**config.mk**
```make
export PLATFORM = sky130hd
export DESIGN_NAME = bxds_setup
export DESIGN_NICKNAME = d
export VERILOG_FILES = /design/src/sv/bxds_pkg.sv /design/src/sv/bxds_setup.sv
export SDC_FILE = /design/constraint.sdc
export NUM_CORES = 1
export LEC_CHECK = 0
export ABC_AREA = 0
export BUFFER_PORTS_ARGS = -buffer_cell sky130_fd_sc_hd__buf_2
export CAP_MARGIN = 20
export CORE_ASPECT_RATIO = 2
export CORE_MARGIN = 4
export CORE_UTILIZATION = 58
export DETAILED_ROUTE_END_ITERATION = 7
export PLACE_DENSITY = 0.84
export SLEW_MARGIN = 20
export SYNTH_ARGS = -nofsm -noshare
export SYNTH_HDL_FRONTEND = slang
export SYNTH_SLANG_ARGS = --single-unit
```
**constraint.sdc**
```tcl
create_clock -name clk -period 5.25 [get_ports clk]
set_clock_uncertainty 0.15 [all_clocks]
set_input_delay 0.2625 -clock clk [delete_from_list [all_inputs] [get_ports clk]]
set_output_delay 0.2625 -clock clk [all_outputs]
set_load 0.01 [all_outputs]
```
**src/sv/bxds_pkg.sv**
```systemverilog
package bxds_pkg;

    localparam int DEF_MAX_SOURCE_WIDTH  = 4096;
    localparam int DEF_MAX_SOURCE_HEIGHT = 4096;

    localparam int CFG_W     = 13;
    localparam int CFG_IDX_W = 2;
    localparam int CHAN_W    = 8;
    localparam int QUEUE_DEPTH = 4;

    localparam logic [CFG_IDX_W-1:0] REG_SOURCE_WIDTH  = 2'd0;
    localparam logic [CFG_IDX_W-1:0] REG_SOURCE_HEIGHT = 2'd1;
    localparam logic [CFG_IDX_W-1:0] REG_TARGET_WIDTH  = 2'd2;
    localparam logic [CFG_IDX_W-1:0] REG_TARGET_HEIGHT = 2'd3;

    localparam logic [CFG_W-1:0] CFG_RESET = 13'd4096;

    // Status from the setup unit to the pixel front end.
    typedef struct packed {
        logic busy;
        logic restart;
    } setup_stat_t;

endpackage

```
**src/sv/bxds_setup.sv**
```systemverilog
module bxds_setup
    import bxds_pkg::*;
#(
    parameter int MAX_SOURCE_WIDTH  = DEF_MAX_SOURCE_WIDTH,
    parameter int MAX_SOURCE_HEIGHT = DEF_MAX_SOURCE_HEIGHT,
    localparam int XW = $clog2(MAX_SOURCE_WIDTH + 1),
    localparam int YW = $clog2(MAX_SOURCE_HEIGHT + 1)
)
(
    input  logic                 clk,
    input  logic                 rst_n,
    input  logic                 cfg_we,
    input  logic [CFG_IDX_W-1:0] cfg_index,
    input  logic [CFG_W-1:0]     cfg_wdata,
    output logic [XW-1:0]        sw,
    output logic [YW-1:0]        sh,
    output logic [XW-1:0]        dw,
    output logic [YW-1:0]        dh,
    output logic [XW-1:0]        kx,
    output logic [XW-1:0]        rx,
    output logic [YW-1:0]        ky,
    output logic [YW-1:0]        ry,
    output setup_stat_t          stat
);

    localparam int DN = (XW > YW) ? XW : YW;
    localparam int CW = $clog2(DN + 1);

    logic [CFG_W-1:0] src_w_reg, src_h_reg, tgt_w_reg, tgt_h_reg;
    logic             start_reg;
    logic             busy_reg;
    logic             restart_reg;
    logic [CW-1:0]    cnt_reg;
    logic [DN-1:0]    qx_reg, qy_reg, remx_reg, remy_reg;

    logic [DN:0]      tx, ty;
    logic [DN-1:0]    dvx, dvy;

    always_comb
    begin
        if (src_w_reg == '0)
            sw = XW'(1);
        else if (32'(src_w_reg) > MAX_SOURCE_WIDTH)
            sw = XW'(MAX_SOURCE_WIDTH);
        else
            sw = XW'(src_w_reg);
        if (src_h_reg == '0)
            sh = YW'(1);
        else if (32'(src_h_reg) > MAX_SOURCE_HEIGHT)
            sh = YW'(MAX_SOURCE_HEIGHT);
        else
            sh = YW'(src_h_reg);
        if (tgt_w_reg == '0)
            dw = XW'(1);
        else if (32'(tgt_w_reg) > 32'(sw))
            dw = sw;
        else
            dw = XW'(tgt_w_reg);
        if (tgt_h_reg == '0)
            dh = YW'(1);
        else if (32'(tgt_h_reg) > 32'(sh))
            dh = sh;
        else
            dh = YW'(tgt_h_reg);
    end

    assign dvx = DN'(dw);
    assign dvy = DN'(dh);
    assign tx  = {remx_reg, qx_reg[DN-1]};
    assign ty  = {remy_reg, qy_reg[DN-1]};

    always_ff @(posedge clk or negedge rst_n)
    begin
        if (!rst_n)
        begin
            src_w_reg   <= CFG_RESET;
            src_h_reg   <= CFG_RESET;
            tgt_w_reg   <= CFG_RESET;
            tgt_h_reg   <= CFG_RESET;
            start_reg   <= 1'b0;
            busy_reg    <= 1'b0;
            restart_reg <= 1'b0;
            cnt_reg     <= '0;
            qx_reg      <= DN'(1);
            qy_reg      <= DN'(1);
            remx_reg    <= '0;
            remy_reg    <= '0;
        end
        else
        begin
            start_reg   <= 1'b0;
            restart_reg <= 1'b0;
            if (cfg_we)
            begin
                case (cfg_index)
                    REG_SOURCE_WIDTH:  src_w_reg <= cfg_wdata;
                    REG_SOURCE_HEIGHT: src_h_reg <= cfg_wdata;
                    REG_TARGET_WIDTH:  tgt_w_reg <= cfg_wdata;
                    REG_TARGET_HEIGHT: tgt_h_reg <= cfg_wdata;
                    default: ;
                endcase
                start_reg <= 1'b1;
                busy_reg  <= 1'b1;
            end
            else if (start_reg)
            begin
                qx_reg   <= DN'(sw);
                qy_reg   <= DN'(sh);
                remx_reg <= '0;
                remy_reg <= '0;
                cnt_reg  <= CW'(DN);
            end
            else if (busy_reg)
            begin
                if (cnt_reg == '0)
                begin
                    busy_reg    <= 1'b0;
                    restart_reg <= 1'b1;
                end
                else
                begin
                    // one restoring step for each ratio
                    if (tx >= {1'b0, dvx})
                    begin
                        remx_reg <= DN'(tx - {1'b0, dvx});
                        qx_reg   <= {qx_reg[DN-2:0], 1'b1};
                    end
                    else
                    begin
                        remx_reg <= tx[DN-1:0];
                        qx_reg   <= {qx_reg[DN-2:0], 1'b0};
                    end
                    if (ty >= {1'b0, dvy})
                    begin
                        remy_reg <= DN'(ty - {1'b0, dvy});
                        qy_reg   <= {qy_reg[DN-2:0], 1'b1};
                    end
                    else
                    begin
                        remy_reg <= ty[DN-1:0];
                        qy_reg   <= {qy_reg[DN-2:0], 1'b0};
                    end
                    cnt_reg <= cnt_reg - CW'(1);
                end
            end
        end
    end

    assign kx = qx_reg[XW-1:0];
    assign rx = remx_reg[XW-1:0];
    assign ky = qy_reg[YW-1:0];
    assign ry = remy_reg[YW-1:0];
    // hold input off through the restart cycle too, so no beat is taken and dropped
    assign stat.busy    = busy_reg || start_reg || restart_reg || cfg_we;
    assign stat.restart = restart_reg;

endmodule

```
# ---- Word-level counts from Yosys, hierarchy flattened
# Index checks and enable logic that the tools add are counted.
dict set report word_totals {
  ff_bits 111
  in_bits 18
}
dict set report op_classes {
  addsub 3
  muxes 36
  reduce_logical 15
  n_eq_ne 5
  n_lt_le_gt_ge 6
  bitwise 1
}
# operator count
set ops {}
lappend ops {{2-to-1 mux 13 bit} 22}
lappend ops {{zero test 13 bit} 4}
lappend ops {{greater-or-equal comparator 14 x 13 -> 1 bit} 2}
lappend ops {{greater-than comparator 13 bit} 2}
lappend ops {{greater-than comparator 13 bit, second input constant} 2}
lappend ops {{subtractor 13 bit} 2}
lappend ops {{2-to-1 mux 4 bit} 3}
lappend ops {{2-to-1 mux 1 bit} 11}
lappend ops {{AND reduction 2 bit} 4}
lappend ops {{== test 2 bit, second input constant} 2}
lappend ops {{zero test 4 bit} 1}
lappend ops {{!= test 2 bit, second input constant} 2}
lappend ops {{subtractor 4 x 1 -> 4 bit, second input constant} 1}
lappend ops {{logical OR 1 bit} 3}
lappend ops {{AND reduction 3 bit} 1}
lappend ops {{== test 2 x 1 -> 1 bit, second input constant} 1}
lappend ops {{zero test 2 bit} 1}
lappend ops {{nonzero test 2 bit} 1}
lappend ops {{NOT 1 bit} 1}

# ---- Logic depth before layout (Yosys ltp)
# Gate-level depths: netlist of run 1.
dict set report logic_depth {
  word_depth 11
  mapped_depth 20
}

# ---- Worst setup path before layout of run 1
# Ideal clock, no wire load.
dict set report synth_timing {
  path_type {reg2reg}
  from {reg src_h_reg[12]}
  to {reg remy_reg[8] (netlist: ry[8])}
  t_required_ns 4.974
  path_stages_with_launch 20
  t_arrival_ns 4.387
  synth_period_minus_slack_ns 4.663
  slack_ns 0.587
  setup_time_ns 0.126
  path_buffers 3
  cell_sequence {dfstp_2 > clkbuf_1 > clkinv_1 > nand2_1 > ha_1 > a21o_1 > a221o_1 > nand2_1 > a31oi_1 > buf_4 > a211o_1 > ha_1 > fa_1 > nor2b_4 > o31a_1 > o211a_1 > o31a_2 > nor2_4 > buf_6 > a221o_1}
}
dict set report synth_between {
  elab_chain_len 11
  elab_cells_between_ends 13
  classes_between {1 x add/sub; 3 x order compare; 8 x mux; 1 x reduce/logical}
}
# item line
set synth_rtl {}
lappend synth_rtl {{start, declared} bxds_setup.sv:29} ;# logic [CFG_W-1:0] src_w_reg, src_h_reg, tgt_w_reg, tgt_h_reg;
lappend synth_rtl {{start signal, assigned} bxds_setup.sv:97} ;# REG_SOURCE_HEIGHT: src_h_reg <= cfg_wdata;
lappend synth_rtl {{greater-than comparator 13 bit} bxds_setup.sv:49} ;# else if (32'(src_h_reg) > MAX_SOURCE_HEIGHT)
lappend synth_rtl {{2-to-1 mux 13 bit} bxds_setup.sv:49}
lappend synth_rtl {{2-to-1 mux 13 bit (*)} bxds_setup.sv:47} ;# if (src_h_reg == '0)
lappend synth_rtl {{greater-than comparator 13 bit} bxds_setup.sv:61} ;# else if (32'(tgt_h_reg) > 32'(sh))
lappend synth_rtl {{2-to-1 mux 13 bit (*)} bxds_setup.sv:61}
lappend synth_rtl {{2-to-1 mux 13 bit (*)} bxds_setup.sv:59} ;# if (tgt_h_reg == '0)
lappend synth_rtl {{named net dh[0]} bxds_setup.sv:18} ;# output logic [YW-1:0] dh,
lappend synth_rtl {{subtractor 13 bit / greater-or-equal comparator 14 x 13 -> 1 bit (equally long branches)} {bxds_setup.sv:135, bxds_setup.sv:133}}
lappend synth_rtl {{2-to-1 mux 13 bit (*)} bxds_setup.sv:133} ;# if (ty >= {1'b0, dvy})
lappend synth_rtl {{2-to-1 mux 13 bit (*)} bxds_setup.sv:115} ;# if (cnt_reg == '0)
lappend synth_rtl {{2-to-1 mux 13 bit (*)} bxds_setup.sv:113} ;# else if (busy_reg)
lappend synth_rtl {{2-to-1 mux 13 bit (*)} bxds_setup.sv:105} ;# else if (start_reg)
lappend synth_rtl {{end signal, assigned} bxds_setup.sv:135} ;# remy_reg <= DN'(ty - {1'b0, dvy});
lappend synth_rtl {{end signal, assigned} bxds_setup.sv:140} ;# remy_reg <= ty[DN-1:0];
lappend synth_rtl {{end, declared} bxds_setup.sv:34} ;# logic [DN-1:0] qx_reg, qy_reg, remx_reg, remy_reg;
# Mark *: on every way through the listed nets, which the timed path passes. The rest lies on a longest branch. The select of a mux whose other input is x is not followed.
# A chain may end at the register's enable or synchronous reset.

# ---- Worst setup path in the final report of run 1
dict set report layout_timing {
  from {reg src_w_reg[12]}
  to {reg remx_reg[0] (netlist: rx[0])}
}
dict set report layout_between {
  elab_chain_len 11
  elab_cells_between_ends 13
  classes_between {1 x add/sub; 3 x order compare; 8 x mux; 1 x reduce/logical}
}
# item line
set layout_rtl {}
lappend layout_rtl {{start, declared} bxds_setup.sv:29}
lappend layout_rtl {{start signal, assigned} bxds_setup.sv:96} ;# REG_SOURCE_WIDTH: src_w_reg <= cfg_wdata;
lappend layout_rtl {{greater-than comparator 13 bit} bxds_setup.sv:43} ;# else if (32'(src_w_reg) > MAX_SOURCE_WIDTH)
lappend layout_rtl {{2-to-1 mux 13 bit} bxds_setup.sv:43}
lappend layout_rtl {{2-to-1 mux 13 bit (*)} bxds_setup.sv:41} ;# if (src_w_reg == '0)
lappend layout_rtl {{greater-than comparator 13 bit} bxds_setup.sv:55} ;# else if (32'(tgt_w_reg) > 32'(sw))
lappend layout_rtl {{2-to-1 mux 13 bit (*)} bxds_setup.sv:55}
lappend layout_rtl {{2-to-1 mux 13 bit (*)} bxds_setup.sv:53} ;# if (tgt_w_reg == '0)
lappend layout_rtl {{subtractor 13 bit / greater-or-equal comparator 14 x 13 -> 1 bit (equally long branches)} {bxds_setup.sv:125, bxds_setup.sv:123}}
lappend layout_rtl {{2-to-1 mux 13 bit (*)} bxds_setup.sv:123} ;# if (tx >= {1'b0, dvx})
lappend layout_rtl {{2-to-1 mux 13 bit (*)} bxds_setup.sv:115}
lappend layout_rtl {{2-to-1 mux 13 bit (*)} bxds_setup.sv:113}
lappend layout_rtl {{2-to-1 mux 13 bit (*)} bxds_setup.sv:105}
lappend layout_rtl {{end signal, assigned} bxds_setup.sv:125} ;# remx_reg <= DN'(tx - {1'b0, dvx});
lappend layout_rtl {{end signal, assigned} bxds_setup.sv:130} ;# remx_reg <= tx[DN-1:0];
lappend layout_rtl {{end, declared} bxds_setup.sv:34}
# Every way passes the cells marked *; elsewhere a longest branch is shown, timed or not. The select of a mux whose other input is x is not followed.

==> results of run 1 <==
[repair_timing]
action,4_1_cts,5_1_grt
hold buffers,2,0
endpoints found under the hold margin,56,0
setup endpoints to repair,0,14
resized for setup,0,2
[worst max-delay path, cell delays in order, from the launching register on]
cell and delay [ns]:
dfstp_2 0.39, inv_1 0.33, nand2_1 0.20, ha_1 0.36, nand3_1 0.15, o221ai_1 0.22, a31oi_1 0.17, a21oi_2 0.45
nor2_1 0.10, a211o_1 0.27, ha_1 0.22, fa_1 0.38, nand2b_1 0.19, a21oi_1 0.35, o31ai_4 0.14, a21oi_4 0.27
buf_4 0.20, nor4_1 0.05, a221o_1 0.28
[per-layer routing]
metal	routed length, um	part of all wire, %	up-vias
li1	-	-	3106
met1	8191	37	3264
met2	11250	51	311
met3	1120	5.1	97
met4	1559	7.0	0
met5	0	0	-
[cells in the final DEF (no fill, tap or decap), types with 6 or more instances in the layout]
cell         n
a21o_1      13
o311ai_0     9
nand4_1      8
a221o_1      7
dfrtp_1    104
a21oi_1     23
buf_4       16
dfstp_2      6
xnor2_1      9
nor2b_1      8
nor4_1       9
xor2_1       6
nor2_1      55
o21ai_0     40
ha_1        53
and3_1      11
buf_2      122
inv_1       62
o211ai_1     8
mux2_2      51
o21a_1       6
clkbuf_16    9
mux2i_1     52
nand2_1     91
nand3_1     17
nand2b_1    10
nor3_1      18
[cell families after synthesis]
group           after synthesis
simple gates                258
compound gates              158
flops                       111
fa+ha+maj                    55
xor+xnor                     15
mux                         103
buf+inv                     106
[worst paths after layout]
| path | startpoint | to | slack (ns) | cells past startpoint |
|---|---|---|---|---|
| max | src_w_reg[12] | rx[0] | 0.27 | 18 |
| min | cfg_wdata[12] | src_w_reg[12] | 0.04 | 3 |
| max reg2reg | src_w_reg[12] | rx[0] | 0.27 | 18 |
| min reg2reg | cnt_reg[0] | cnt_reg[0] | 0.35 | 1 |
| max in group asynchronous | rst_n | start_reg | 3.29 | 3 |
| min in group asynchronous | rst_n | ky[1] | 0.40 | 2 |
[area by class of cell]
class                   count  area share [%]
multi-input cells         589           50.49
flip-flops and latches    111           32.42
repair buffers            140           8.735
clock buffers              10           2.781
inverters                  63           2.751
well taps                 150           2.184
clock inverters             6          0.6406
[power groups by stage]
stage	clock network, mW	logic [mW]	registers [mW]
2_1_floorplan	0	1.80	1.26
3_3_place_gp	0	2.46	1.28
3_5_place_dp	0	2.51	1.28
4_1_cts	0.695	2.54	1.27
5_1_grt	0.735	2.82	1.30
6_report	0.692	2.58	1.28
[stage by stage]
| step | hold slack [ns] | util, % |
|---|---|---|
| 6_report | 0.03755 | 67.67 |
| 5_1_grt | 0.06630 | 67.67 |
| 4_1_cts | 0.03055 | 67.60 |
| 3_5_place_dp | 0.2472 | 65.12 |
| 3_3_place_gp | 0.2348 | 65.12 |
| 2_1_floorplan | -0.1831 | - |
==> reports/summary.txt, run 1 <==
outcome: finished, final reports clean
Switching Fraction: 45.47%
CTS tree: built
Flop pwr share: 28.1%
ys flop type: dfrtp_1
Total GRT Usage: 30.24%
register area share after synthesis: 36.83%
met3 Usage GRT: 3.547%
first-pass GRT wire length: 35420 um
HP Class: in2reg
crit end category: flop
layer with the highest usage: met2
CTS buffer count: 9
PortBufs: 123
row cnt: 58
Finished Layout Cells: 1069
met1 Track Usage GR: 35.70%
die area: 15040 sq um
clock latency at the later pin of the worst-skew pair: 0.35 ns
share of flip-flops with an asynchronous set or reset: 100.0%
Yosys cell types: 72
via/cell ratio: 6.341
register area: 2786 sq um
Max Cap Violations: 0
DRT Pass-1 Iters: 5
Clock Tree Buf Depth: 2
Max FO, Critical Path: 14
Placed Area: 8270 sq um
core area: 12700 sq um
setup violators final: 0
WL/cell: 20.69 um
synth top area cells: dfrtp_1 35%, ha_1 8.8%, mux2_2 7.6%
Starting Density: 59.55%
total power: 4.553 mW
final period utilization: 94.88%
cell taking the most area after synthesis: dfrtp_1
Ports: 124
vias in the first global route: 6973
initial antenna violation count: 0
Least-Margin Pin Slew: 0.9925 ns
Final ANT Viol Nets: 0
total negative slack: 0 ns
Post-Synth Simple-Gate Area: 16.94%
fin area: 8594 sq um
worst vdd ir: 348.7 uV
GPL Wtd Cong: 0.9521
synthesized flop and latch total: 111
Die H: 169.5 um
Synth Area in Compound Gates: 14.66%
Lkg Pwr: 4.416 nW
ANT cells: 0
GRT overflow: 0
CP required: 5.34 ns
Vias: 6778
Power Internal: 2.483 mW
leading cell type by number of instances after synthesis: dfrtp_1
area taken by multi-input logic gates: 4339 sq um
# H-tree levels: 3
CTS sink count: 111
synthesized instance count: 806
Avg Synthesized Cell Area: 9.382 sq um
startpoint type of the worst setup path: flop
Slew headroom: 33.83%
WL final: 22120 um
pin count of the biggest net entering global routing: 59
YS warnings: 0
Cell Pwr Density: 529.7 nW/um^2
post-DP HPWL: 16560 um
fillers: 1003
crit path kind: reg2reg
Reg clk slew, reported paths: 0.08 ns
DR iter-0 viols: 473
Highest Clock Rate: 200.8 MHz
final-report hold violation count: 0
multiplexer area fraction after synthesis: 14.48%
WP data arrival: 5.07 ns
Layout area overhead: 13.65%
Post-Synth Adder-Cell Area: 9.298%
M2 GR Usage: 49.74%
clock root buffer master: clkbuf_16
P_sw: 2.070 mW
Synth top cells by count: 105 x dfrtp_1, 91 x nand2_1, 62 x inv_1, 55 x nor2_1, 53 x ha_1
die extent in x: 88.74 um
XOR/XNOR Fraction of Synth Area: 1.737%
unrepaired setup endpoints after global routing: no
top-area cell type share of the netlist area: 34.75%
max-slew violation count: 0
final setup margin: 0.2689 ns
Setup WS pre-CTS: 0.2615 ns
largest family of logic cells by synthesized area: simple AND/OR/NAND/NOR gates
Comb power frac: 56.6%
placed cell count: 1051
Mapped Nets: 879
share of cells above drive strength 1: 25.03%
Clk pwr share: 15.2%
EDFF count, synth: 0
Synth Cell Area: 7562 sq um
nets: 987
Setup Fix Bufs, Post-CTS: 0
Final min period: 4.981 ns
drt drc: 0
No activity file was read; power rests on OpenSTA's default activity.
==> run 2: changes to the inputs <==
ABC_AREA = 1   (was 0)
CELL_PAD_IN_SITES_DETAIL_PLACEMENT = 1   (was default)
CELL_PAD_IN_SITES_GLOBAL_PLACEMENT = 2   (was default)
CORE_MARGIN = 3   (was 4)
CORE_UTILIZATION = 32   (was 58)
PLACE_DENSITY = 0.83   (was 0.84)
==> run 2 against run 1 <==
Net effect: combinational power rose by 28%; area after synthesis is 7.3% higher; synthesized cell count rose by 47%; first-iteration DRC count decreased by 24%; largest power group unchanged.
==> reports/summary.txt, run 2 <==
outcome: finished, final reports clean (unchanged)
Crit path max-delay family: simple AND/OR/NAND/NOR gates (was compound AO/OA/AOI/OAI gates)
CTS tree: built (unchanged)
max-slew violation count: 0 (unchanged)
Placed Area: 9046 sq um (was 8270 sq um)
register area share after synthesis: 34.33% (was 36.83%)
Crit-path slowest cell: dfrtp_1 (was a21oi_2)
unrepaired setup endpoints after global routing: no (unchanged)
row cnt: 81 (was 58)
startpoint type of the worst setup path: flop (unchanged)
Switching Fraction: 51.97% (was 45.47%)
Slowest Stage Delay on Critical Path: 0.41 ns (was 0.45 ns)
Die H: 231.2 um (was 169.5 um)
Yosys cell types: 41 (was 72)
cell taking the most area after synthesis: dfrtp_1 (unchanged)
placed cell count: 1614 (was 1051)
Least-Margin Pin Slew: 0.9263 ns (was 0.9925 ns)
final-report hold violation count: 0 (unchanged)
drt drc: 0 (unchanged)
fillers: 3289 (was 1003)
multiplexer area fraction after synthesis: 0% (was 14.48%)
Comb power frac: 61.7% (was 56.6%)
Clk pwr share: 14.3% (was 15.2%)
Avg Synthesized Cell Area: 6.852 sq um (was 9.382 sq um)
final period utilization: 89.77% (was 94.88%)
Buf+Inv Stages, Crit Path: 1 (was 2)
Synth top cells by count: 367 x nand2_1, 178 x inv_1, 105 x dfrtp_1, 100 x nand3_1, 84 x nor2_1 (was 105 x dfrtp_1, 91 x nand2_1, 62 x inv_1, 55 x nor2_1, 53 x ha_1)
Finished Layout Cells: 1632 (was 1069)
Synth Cell Area: 8113 sq um (was 7562 sq um)
via/cell ratio: 5.080 (was 6.341)
beginning of the critical path: src_h_reg[8] (was src_w_reg[12])
P_sw: 2.788 mW (was 2.070 mW)
most common cell after layout, fill and taps aside: nand2_1 (was buf_2)
vias in the first global route: 8888 (was 6973)
Lkg Pwr: 5.324 nW (was 4.416 nW)
Synth Area in Compound Gates: 11.12% (was 14.66%)
# H-tree levels: 3 (unchanged)
Mapped Nets: 1257 (was 879)
XOR/XNOR Fraction of Synth Area: 0.8637% (was 1.737%)
largest family of logic cells by synthesized area: simple AND/OR/NAND/NOR gates (unchanged)
CTS buffer count: 9 (unchanged)
PortBufs: 123 (unchanged)
fin area: 9388 sq um (was 8594 sq um)
Ports: 124 (unchanged)
Cell Pwr Density: 571.3 nW/um^2 (was 529.7 nW/um^2)
Final ANT Viol Nets: 0 (unchanged)
pin count of the biggest net entering global routing: 59 (unchanged)
synthesized flop and latch total: 111 (unchanged)
fin util: 37.96% (was 67.67%)
Clock Tree Buf Depth: 2 (unchanged)
ANT cells: 0 (unchanged)
share of cells above drive strength 1: 15.23% (was 25.03%)
Vias: 8291 (was 6778)
WL/cell: 19.01 um (was 20.69 um)
die area: 27420 sq um (was 15040 sq um)
top-area cell type share of the netlist area: 32.39% (was 34.75%)
initial antenna violation count: 0 (unchanged)
register area: 2785 sq um (was 2786 sq um)
Max Cap Violations: 0 (unchanged)
Layout area overhead: 15.72% (was 13.65%)
CTS sink count: 111 (unchanged)
CP required: 5.38 ns (was 5.34 ns)
Max FO, Critical Path: 19 (was 14)
Crit Reg-Reg Startpoint: src_h_reg[8] (was src_w_reg[12])
YS warnings: 0 (unchanged)
synth top area cells: dfrtp_1 32%, nand2_1 17%, inv_1 8.2% (was dfrtp_1 35%, ha_1 8.8%, mux2_2 7.6%)
GRT overflow: 0 (unchanged)
Post-Synth Adder-Cell Area: 8.667% (was 9.298%)
Post-Synth Simple-Gate Area: 33.65% (was 16.94%)
HP Class: in2reg (unchanged)
EDFF count, synth: 0 (unchanged)
Final min period: 4.713 ns (was 4.981 ns)
share of flip-flops with an asynchronous set or reset: 100.0% (unchanged)
GPL Wtd Cong: 0.9192 (was 0.9521)
crit path kind: reg2reg (unchanged)
Highest Clock Rate: 212.2 MHz (was 200.8 MHz)
setup violators final: 0 (unchanged)
total negative slack: 0 ns (unchanged)
WL final: 31020 um (was 22120 um)
Power Internal: 2.576 mW (was 2.483 mW)
clock latency at the later pin of the worst-skew pair: 0.38 ns (was 0.35 ns)
core area: 24730 sq um (was 12700 sq um)
worst vdd ir: 221.3 uV (was 348.7 uV)
Reg clk slew, reported paths: 0.08 ns (about the same)
die extent in x: 118.6 um (was 88.74 um)
Flop pwr share: 24.0% (was 28.1%)
Starting Density: 32.81% (was 59.55%)
Total GRT Usage: 23.09% (was 30.24%)
clock root buffer master: clkbuf_16 (unchanged)
leading cell type by number of instances after synthesis: nand2_1 (was dfrtp_1)
nets: 1368 (was 987)
min-delay src: cfg_wdata[12] (unchanged)
DRT Pass-1 Iters: 5 (unchanged)
first-pass GRT wire length: 49250 um (was 35420 um)
WP data arrival: 4.84 ns (was 5.07 ns)
critical path's most frequent cell: nand2_1 (was ha_1)
post-DP HPWL: 24850 um (was 16560 um)
Slew headroom: 38.16% (was 33.83%)
crit end category: flop (unchanged)
DR iter-0 viols: 358 (was 473)
area taken by multi-input logic gates: 4408 sq um (was 4339 sq um)
total power: 5.364 mW (was 4.553 mW)
ys flop type: dfrtp_1 (unchanged)
synthesized instance count: 1184 (was 806)
most frequent cells in the layout: 366 x nand2_1, 178 x inv_1, 122 x buf_2, 105 x dfrtp_1, 100 x nand3_1 (was 122 x buf_2, 104 x dfrtp_1, 91 x nand2_1, 62 x inv_1, 55 x nor2_1)
-- run 2: cell count changes in the layout (fill, tap and decap cells not counted), sizes merged, moves of 16 or more --
cell and change:
nand3 +92, inv +120, nand2 +284, nor2 +34
o21ai +40, nand4 +19, a21oi +16, mux2 -51
mux2i -52
-- run 2: final cells by class --
cell class,count,share of cell area [%]
Clock inverter,7,0.9996
Tap cell,332,4.425
Timing Repair Buffer,141,8.077
Sequential cell,111,29.67
Clock buffer,9,2.399
Inverter,187,7.477
Multi-Input combinational cell,845,46.95
-- run 2: path summary, 6_finish.rpt --
kind,to,slack [ns],depth (start not counted)
max in group asynchronous,tgt_w_reg[7],3.72,3
worst max register to register,ry[11],0.54,25
worst max-delay path,ry[11],0.54,25
worst min register to register,src_h_reg[10],0.34,2
min in group asynchronous,ky[7],0.15,2
worst min-delay path,tgt_w_reg[12],0.07,3
-- run 2: what timing repair did --
action                     CTS  global route
hold buffers                 2             0
buffers inserted             0             0
hold endpoints to repair    20             0
gates resized for setup      0             1
setup endpoints to repair    0            14
-- run 2: worst min-delay path, cell delays in order --
cell	delay (ns)
buf_2	0.09
inv_1	0.13
o21ai_0	0.11
-- run 2: power groups by stage --
stage / Combinational, mW / Sequential (mW) / Clock (mW)
finish: 3.31 / 1.29 / 0.765
floorplan: 2.29 / 1.25 / 0
detailed placement: 3.33 / 1.30 / 0
global placement: 3.29 / 1.30 / 0
global route: 3.77 / 1.32 / 0.806
CTS: 3.35 / 1.29 / 0.788
-- run 2: metal layers --
layer  track usage (%)  vias to the layer above  share of wire [%]
met4             11.46                        0                4.6
met2             44.22                      163                 55
met5                 0                        -                  0
met3             2.173                       59                2.0
met1             24.87                     4044                 39
li1                  -                     4025                  -
-- run 2: metrics by stage --
stage / hold slack (ns) / setup slack [ns]
2_1_floorplan: -0.1831 / 1.319
3_3_place_gp: 0.01914 / 0.4691
3_5_place_dp: 0.02835 / 0.4633
4_1_cts: 0.06323 / 0.3705
5_1_grt: 0.1166 / 0.003914
6_report: 0.07007 / 0.5368
-- run 2: cell families after synthesis --
logic type	Yosys count
xor+xnor	8
buf+inv	228
flops	111
simple gates	623
fa+ha+maj	55
compound gates	159
==> run 3: changes to the inputs <==
ABC_AREA = default   (was 1)
CORE_MARGIN = default   (was 3)
CORE_UTILIZATION = 36   (was 32)
PLACE_DENSITY = 0.84   (was 0.83)
==> run 3 against run 2 <==
Net effect: sequential share of layout area up 1.9 points; global-route usage up 2.0 points; cell count down 27%.
==> reports/summary.txt, run 3 (same netlist as run 1, synthesis figures left out) <==
Starting Density: 36.96% (was 32.81%)
# H-tree levels: 3 (unchanged)
Comb power frac: 56.9% (was 61.7%)
Switching Fraction: 46.62% (was 51.97%)
crit end category: flop (unchanged)
die area: 21630 sq um (was 27420 sq um)
Layout area overhead: 16.56% (was 15.72%)
via/cell ratio: 5.588 (was 5.080)
Flop pwr share: 27.8% (was 24.0%)
nets: 997 (was 1368)
core area: 20460 sq um (was 24730 sq um)
Power Internal: 2.502 mW (was 2.576 mW)
Total GRT Usage: 25.09% (was 23.09%)
final period utilization: 96.37% (was 89.77%)
Ports: 124 (unchanged)
R2R setup slack: 0.19 ns (was 0.54 ns)
max-slew violation count: 0 (unchanged)
min-delay src: cfg_wdata[12] (unchanged)
fin area: 8815 sq um (was 9388 sq um)
post-DP HPWL: 20620 um (was 24850 um)
Clock Tree Buf Depth: 2 (unchanged)
unrepaired setup endpoints after global routing: no (unchanged)
drt drc: 0 (unchanged)
Cell Pwr Density: 531.7 nW/um^2 (was 571.3 nW/um^2)
final-report hold violation count: 0 (unchanged)
WP data arrival: 5.17 ns (was 4.84 ns)
Vias: 6678 (was 8291)
Placed Area: 8486 sq um (was 9046 sq um)
PortBufs: 123 (unchanged)
CP required: 5.36 ns (was 5.38 ns)
Reg clk slew, reported paths: 0.09 ns (was 0.08 ns)
GRT overflow: 0 (unchanged)
total negative slack: 0 ns (unchanged)
ANT cells: 0 (unchanged)
CTS buffer count: 9 (unchanged)
Final ANT Viol Nets: 0 (unchanged)
WHS: 0.03757 ns (was 0.07007 ns)
Lkg Pwr: 4.455 nW (was 5.324 nW)
Highest Clock Rate: 197.6 MHz (was 212.2 MHz)
setup violators final: 0 (unchanged)
crit path kind: reg2reg (unchanged)
outcome: finished, final reports clean (unchanged)
Hold Path Sink: src_w_reg[12] (was tgt_w_reg[12])
most common cell after layout, fill and taps aside: buf_2 (was nand2_1)
DRT Pass-1 Iters: 4 (was 5)
Crit Reg-Reg Startpoint: src_w_reg[12] (was src_h_reg[8])
CTS sink count: 111 (unchanged)
Clk pwr share: 15.4% (was 14.3%)
r2r worst-path depth: 16 (was 25)
first-pass GRT wire length: 41030 um (was 49250 um)
most frequent cells in the layout: 122 x buf_2, 104 x dfrtp_1, 91 x nand2_1, 61 x inv_1, 55 x nor2_1 (was 366 x nand2_1, 178 x inv_1, 122 x buf_2, 105 x dfrtp_1, 100 x nand3_1)
share of cells above drive strength 1: 25.73% (was 15.23%)
HP Class: in2reg (unchanged)
fillers: 2447 (was 3289)
Die H: 207.0 um (was 231.2 um)
pin count of the biggest net entering global routing: 61 (was 59)
GPL Wtd Cong: 0.8657 (was 0.9192)
Final min period: 5.060 ns (was 4.713 ns)
clock latency at the later pin of the worst-skew pair: 0.38 ns (about the same)
Least-Margin Pin Slew: 0.9879 ns (was 0.9263 ns)
Worst R2R End: rx[0] (was ry[11])
DR iter-0 viols: 178 (was 358)
Max FO, Critical Path: 14 (was 19)
CTS tree: built (unchanged)
clock root buffer master: clkbuf_16 (unchanged)
row cnt: 74 (was 81)
beginning of the critical path: src_w_reg[12] (was src_h_reg[8])
Max Cap Violations: 0 (unchanged)
worst hold path stage count: 3 (unchanged)
WL/cell: 21.63 um (was 19.01 um)
P_sw: 2.185 mW (was 2.788 mW)
Slew headroom: 34.14% (was 38.16%)
fin util: 43.08% (was 37.96%)
startpoint type of the worst setup path: flop (unchanged)
die extent in x: 104.5 um (was 118.6 um)
initial antenna violation count: 0 (unchanged)
vias in the first global route: 7203 (was 8888)
WL final: 25840 um (was 31020 um)
worst vdd ir: 234.1 uV (was 221.3 uV)
[run 3: changes by cell type in the layout (fill, tap and decap cells not counted), sizes merged, moves of 12 or more]
| cell | previous run | this run |
|---|---|---|
| a21o | 1 | 13 |
| a21oi | 42 | 26 |
| nand4 | 27 | 8 |
| nor3 | 7 | 19 |
| o21ai | 85 | 45 |
| nand2 | 375 | 91 |
| inv | 187 | 64 |
| mux2i | 0 | 52 |
| nor2 | 90 | 56 |
| nand3 | 110 | 18 |
| mux2 | 0 | 51 |
[run 3: what timing repair did]
item / CTS / global route
endpoints found under the hold margin: 58 / 0
setup buffers: 0 / 0
hold buffers: 2 / 0
resized for setup: 0 / 2
setup endpoints to repair: 0 / 9
[run 3: stage by stage]
stage	cells	total power, mW	setup WS (ns)
3_5_place_dp	1177	3.974	0.2251
4_1_cts	1195	4.717	0.2010
6_report	1195	4.687	0.1904
5_1_grt	1195	5.026	0.01266
2_1_floorplan	806	3.053	0.5866
3_3_place_gp	1177	3.926	0.3755
[run 3: final cells by class]
| type | count | area, sq um | share of cell area [%] |
|---|---|---|---|
| inverter | 63 | 240.2 | 2.725 |
| timing repair buffer | 150 | 825.8 | 9.368 |
| sequential | 111 | 2786 | 31.61 |
| multi-input combinational | 589 | 4328 | 49.10 |
| clock buffer | 9 | 225.2 | 2.555 |
| tap | 266 | 332.8 | 3.776 |
| clock inverter | 7 | 76.32 | 0.8659 |
[run 3: worst max path at each step]
stage            end  slack [ns]  depth (start not counted)
6_report       rx[0]        0.19                         16
5_1_grt        rx[1]        0.01                         16
4_1_cts        rx[0]        0.20                         17
3_5_place_dp   rx[0]        0.23                         17
3_3_place_gp   rx[0]        0.38                         16
2_1_floorplan  ry[8]        0.59                         19
[run 3: critical path: stages (launching register included)]
cell and delay (ns):
dfstp_2 0.59, clkinvlp_4 0.24, nand2_1 0.20, ha_1 0.27
a21oi_1 0.16, o21ai_0 0.13, a221oi_1 0.45, a21oi_1 0.27
buf_4 0.24, mux2i_1 0.34, ha_1 0.29, nand2_1 0.17
o41a_2 0.55, a21oi_4 0.31, buf_4 0.22, nor4_1 0.06
a221o_1 0.29
[run 3: per-layer routing]
layer / vias up / wire length, um / global-route usage [%]
met5: - / 0 / 0
met4: 0 / 1378 / 14.85
met3: 61 / 842 / 3.108
met2: 174 / 14460 / 49.17
met1: 3314 / 9162 / 24.93
li1: 3129 / - / -
[run 3: power groups by stage]
stage	Sequential, mW	Combinational, mW	Clock [mW]
2_1_floorplan	1.26	1.80	0
3_3_place_gp	1.31	2.61	0
3_5_place_dp	1.32	2.66	0
4_1_cts	1.30	2.68	0.738
5_1_grt	1.33	2.92	0.773
6_report	1.30	2.67	0.720
